`config.mk`:
```
export PLATFORM = sky130hd
export DESIGN_NAME = scee_delay
export DESIGN_NICKNAME = d
export VERILOG_FILES = /design/src/rtl/scee_delay.sv
export SDC_FILE = /design/constraint.sdc
export NUM_CORES = 1
export LEC_CHECK = 0
export BUFFER_PORTS_ARGS = -buffer_cell sky130_fd_sc_hd__buf_2
export CAP_MARGIN = 20
export CORE_AREA = 2 2 39 41
export DETAILED_ROUTE_END_ITERATION = 10
export DIE_AREA = 0 0 41 43
export MAX_ROUTING_LAYER = met4
export PLACE_DENSITY = 0.62
export SYNTH_ARGS = -nofsm -noshare
export SYNTH_HDL_FRONTEND = slang
export SYNTH_SLANG_ARGS = --single-unit
```
`constraint.sdc`:
```
create_clock -name clock -period 0.8 [get_ports clock]
set_input_delay 0.08 -clock clock [delete_from_list [all_inputs] [get_ports clock]]
set_output_delay 0.08 -clock clock [all_outputs]
set_load 0.01 [all_outputs]
```
`src/rtl/scee_delay.sv`:
```
module scee_delay #(
   parameter int WIDTH = 8,
   parameter int DEPTH = 2
) (
   input  logic             clock,
   input  logic [WIDTH-1:0] din,
   output logic [WIDTH-1:0] dout
);

   logic [WIDTH-1:0] tap_ff [0:DEPTH-1];

   always_ff @(posedge clock) begin
      tap_ff[0] <= din;
   end

   for (genvar k = 1; k < DEPTH; k++) begin : g_tap
      always_ff @(posedge clock) begin
         tap_ff[k] <= tap_ff[k-1];
      end
   end

   assign dout = tap_ff[DEPTH-1];

endmodule

```
==> flow_metrics.py <==
metrics = {
    "status": {
        "status": "completed",
    },
    "final_layout": {
        "seq_area_um2": 323,
        "fillers": 146,
        "multiInputGateArea_um2": 0,
        "nMultiInputCombCells": 0,
        "nNetsFinal": 54,
        "reg_top3": "tap_ff x16",
        "fin_cells": 60,
        "diodes": 0,
        "top_register": "tap_ff",
        "drive_gt1_share_pct": 50.0,
        "area_growth_pct": 45.1,
        "postLayoutCellArea_um2": 552,
        "largest_reg_flops": 16,
    },
    "place": {
        "placed_cells": 48,
        "place_congestion": 0.601,
        "portBuffers": 16,
        "placed_area_um2": 420,
    },
    "clocking": {
        "cts.sinks": 16,
        "cts_tree": "yes",
        "clk_path_buf_depth": 2,
        "cts_setup_buffers": 0,
        "cts-root-buf": "clkbuf_4",
        "htreeDepth": 1,
        "cts_buffers": 3,
        "path_clk_slew_ns": 0.08,
        "clk_latency_ns": 0.27,
    },
    "synth": {
        "synth_cells": 24,
        "synth_top_cell_by_area": "dfxtp_1",
        "ys_ff_latch": 16,
        "syn_area_um2": 380,
        "yosys_most_used_dff": "dfxtp_1",
        "yosys.area.top_type_share_pct": 84.2,
        "synth_nets": 33,
        "yosys_warnings": 0,
        "synth-async-reset-ratio_pct": 0,
        "synth_commonest_cells": "dfxtp_1 (16), buf_4 (8)",
        "syn_area_per_cell_um2": 15.8,
        "synth_area_leaders": "dfxtp_1 (84%), buf_4 (16%)",
        "ys_seq_area_share_pct": 84.2,
        "ys_types": 2,
        "synth_edf_count": 0,
        "yosysMostFrequentCell": "dfxtp_1",
    },
    "sta": {
        "finalSetupTns_ns": 0,
        "drv_slew": 0,
        "rsz0062_at_grt": "true",
        "fmax_mhz": 1280,
        "hold_slack_ns": 0.330,
        "max-slew-margin-rel_pct": 94.7,
        "period_needed_ns": 0.784,
        "final.period_utilization_pct": 97.9,
        "finalHoldViolCount": 0,
        "worst_pin_slew_ns": 0.0795,
        "setup_violations": 0,
        "worst_clock_skew_ns": 0.000748,
    },
    "floorplanning": {
        "initial_core_util_pct": 27.5,
        "die_w_um": 41,
        "die_area_um2": 1760,
        "die_h_um": 43,
        "ios": 17,
        "core-area_um2": 1380,
        "num_rows": 14,
    },
    "setup_path": {
        "cpMaxStageDelayCell": "dfxtp_2",
        "worstPathRequired_ns": 0.72,
        "start_kind": "flip-flop",
        "timing.reg2reg.setup_slack_ns": 0.40,
        "critPathBufInv": 1,
        "worstReg2RegEnd": "tap_ff[0][12]$_DFF_P_",
        "r2r_start": "tap_ff[0][4]$_DFF_P_",
        "cp_max_fo": 1,
        "rr_worst_depth": 0,
        "cp-end-kind": "primary output",
        "worstSetupPathType": "flip-flop to primary output",
        "path_delay_family": "flip-flops",
        "crit_chain": "buf_6",
        "cp.arrival_ns": 0.70,
        "cp_slowest_stage_delay_ns": 0.32,
    },
    "power": {
        "p_sw_w": 0.000248,
        "total_leakage_power_nw": 0.257,
        "pwr-share-comb_pct": 5.9,
        "p_int_w": 0.00117,
        "p_per_area_nw_per_um2": 2580,
        "max-vdd-ir-drop_uv": 664,
        "p_clk_share_pct": 34.5,
        "swShare_pct": 17.4,
        "p_seq_share_pct": 59.6,
    },
    "global_routing": {
        "grt_pass1_vias": 141,
        "antenna_found_initial": 0,
        "grt.overflow.total": 0,
        "grt_usage_pct": 5.94,
        "grt_max_degree": 10,
        "grt_pass1_wl_um": 531,
    },
    "hold_path": {
        "min_from": "tap_ff[0][0]$_DFF_P_",
        "hp-class": "flip-flop to flip-flop",
        "hold_end": "tap_ff[0][8]$_DFF_P_",
        "holdPathStages": 0,
    },
    "routing": {
        "drt-initial-drc-count": 0,
        "drt_pass1_iterations": 1,
        "drt_wl_total_um": 398,
        "drc": 0,
        "vias": 206,
        "wl_per_cell_um": 6.63,
        "postRouteAntennaNets": 0,
        "via_per_inst": 3.43,
    },
    "job": {
        "max_cap_violations": 0,
    },
}
## cell families after synthesis
family                 share of synthesized area, %
DFF                                            84.2
buffers and inverters                          15.8
## cell type report
type                  count  area share [%]
Clock buffer              4            6.58
Tap cell                 16            3.63
Sequential cell          16            58.5
Timing Repair Buffer     24            31.3
## worst max path at each step
stage,end,slack (ns),startpoint,depth (start not counted)
floorplan,dout[0],0.32,tap_ff[0][8]$_DFF_P_,1
global placement,dout[0],0.32,tap_ff[0][8]$_DFF_P_,1
detailed placement,dout[0],0.31,tap_ff[0][8]$_DFF_P_,1
CTS,dout[0],-0.004,tap_ff[0][8]$_DFF_P_,1
global route,dout[2],-0.02,tap_ff[0][10]$_DFF_P_,1
finish,dout[0],0.02,tap_ff[0][8]$_DFF_P_,1
## power groups by stage
stage / sequential [W] / combinational [W] / clock [W]
3_3_place_gp: 0.000864 / 0.0000484 / 0
3_5_place_dp: 0.000866 / 0.0000499 / 0
4_1_cts: 0.000847 / 0.0000789 / 0.000513
5_1_grt: 0.000852 / 0.0000912 / 0.000543
6_report: 0.000848 / 0.0000839 / 0.000490
2_1_floorplan: 0.000864 / 0.0000408 / 0
## stage by stage
stage	power (W)	utilization (%)	setup slack (ns)
floorplan	0.000905	-	0.319
global placement	0.000912	30.4	0.322
detailed placement	0.000916	30.4	0.308
CTS	0.00144	38.8	-0.00379
global route	0.00149	39.9	-0.0226
finish	0.00142	39.9	0.0164
## layout by cell type (no fill, tap or decap)
| master | netlist | final |
|---|---|---|
| dlygate4sd3_1 | 0 | 8 |
| buf_2 | 0 | 14 |
| buf_6 | 0 | 2 |
| dfxtp_1 | 16 | 14 |
| clkbuf_4 | 0 | 3 |
| clkbuf_8 | 0 | 1 |
| dfxtp_2 | 0 | 2 |
## timing repair
| item | 4_1_cts | 5_1_grt |
|---|---|---|
| resized for setup | 0 | 4 |
| setup endpoints to repair | 1 | 8 |
| hold buffers | 8 | 0 |
| endpoints found under the hold margin | 8 | 0 |
## metal layers
| layer | up-vias | global-route usage, % | routed length [um] |
|---|---|---|---|
| met2 | 15 | 5.31 | 159 |
| met1 | 82 | 5.35 | 148 |
| met3 | 4 | 3.14 | 59 |
| met5 | - | - | 0 |
| li1 | 105 | - | - |
| met4 | 0 | 12.0 | 31 |
No activity file was read; power rests on OpenSTA's default activity.
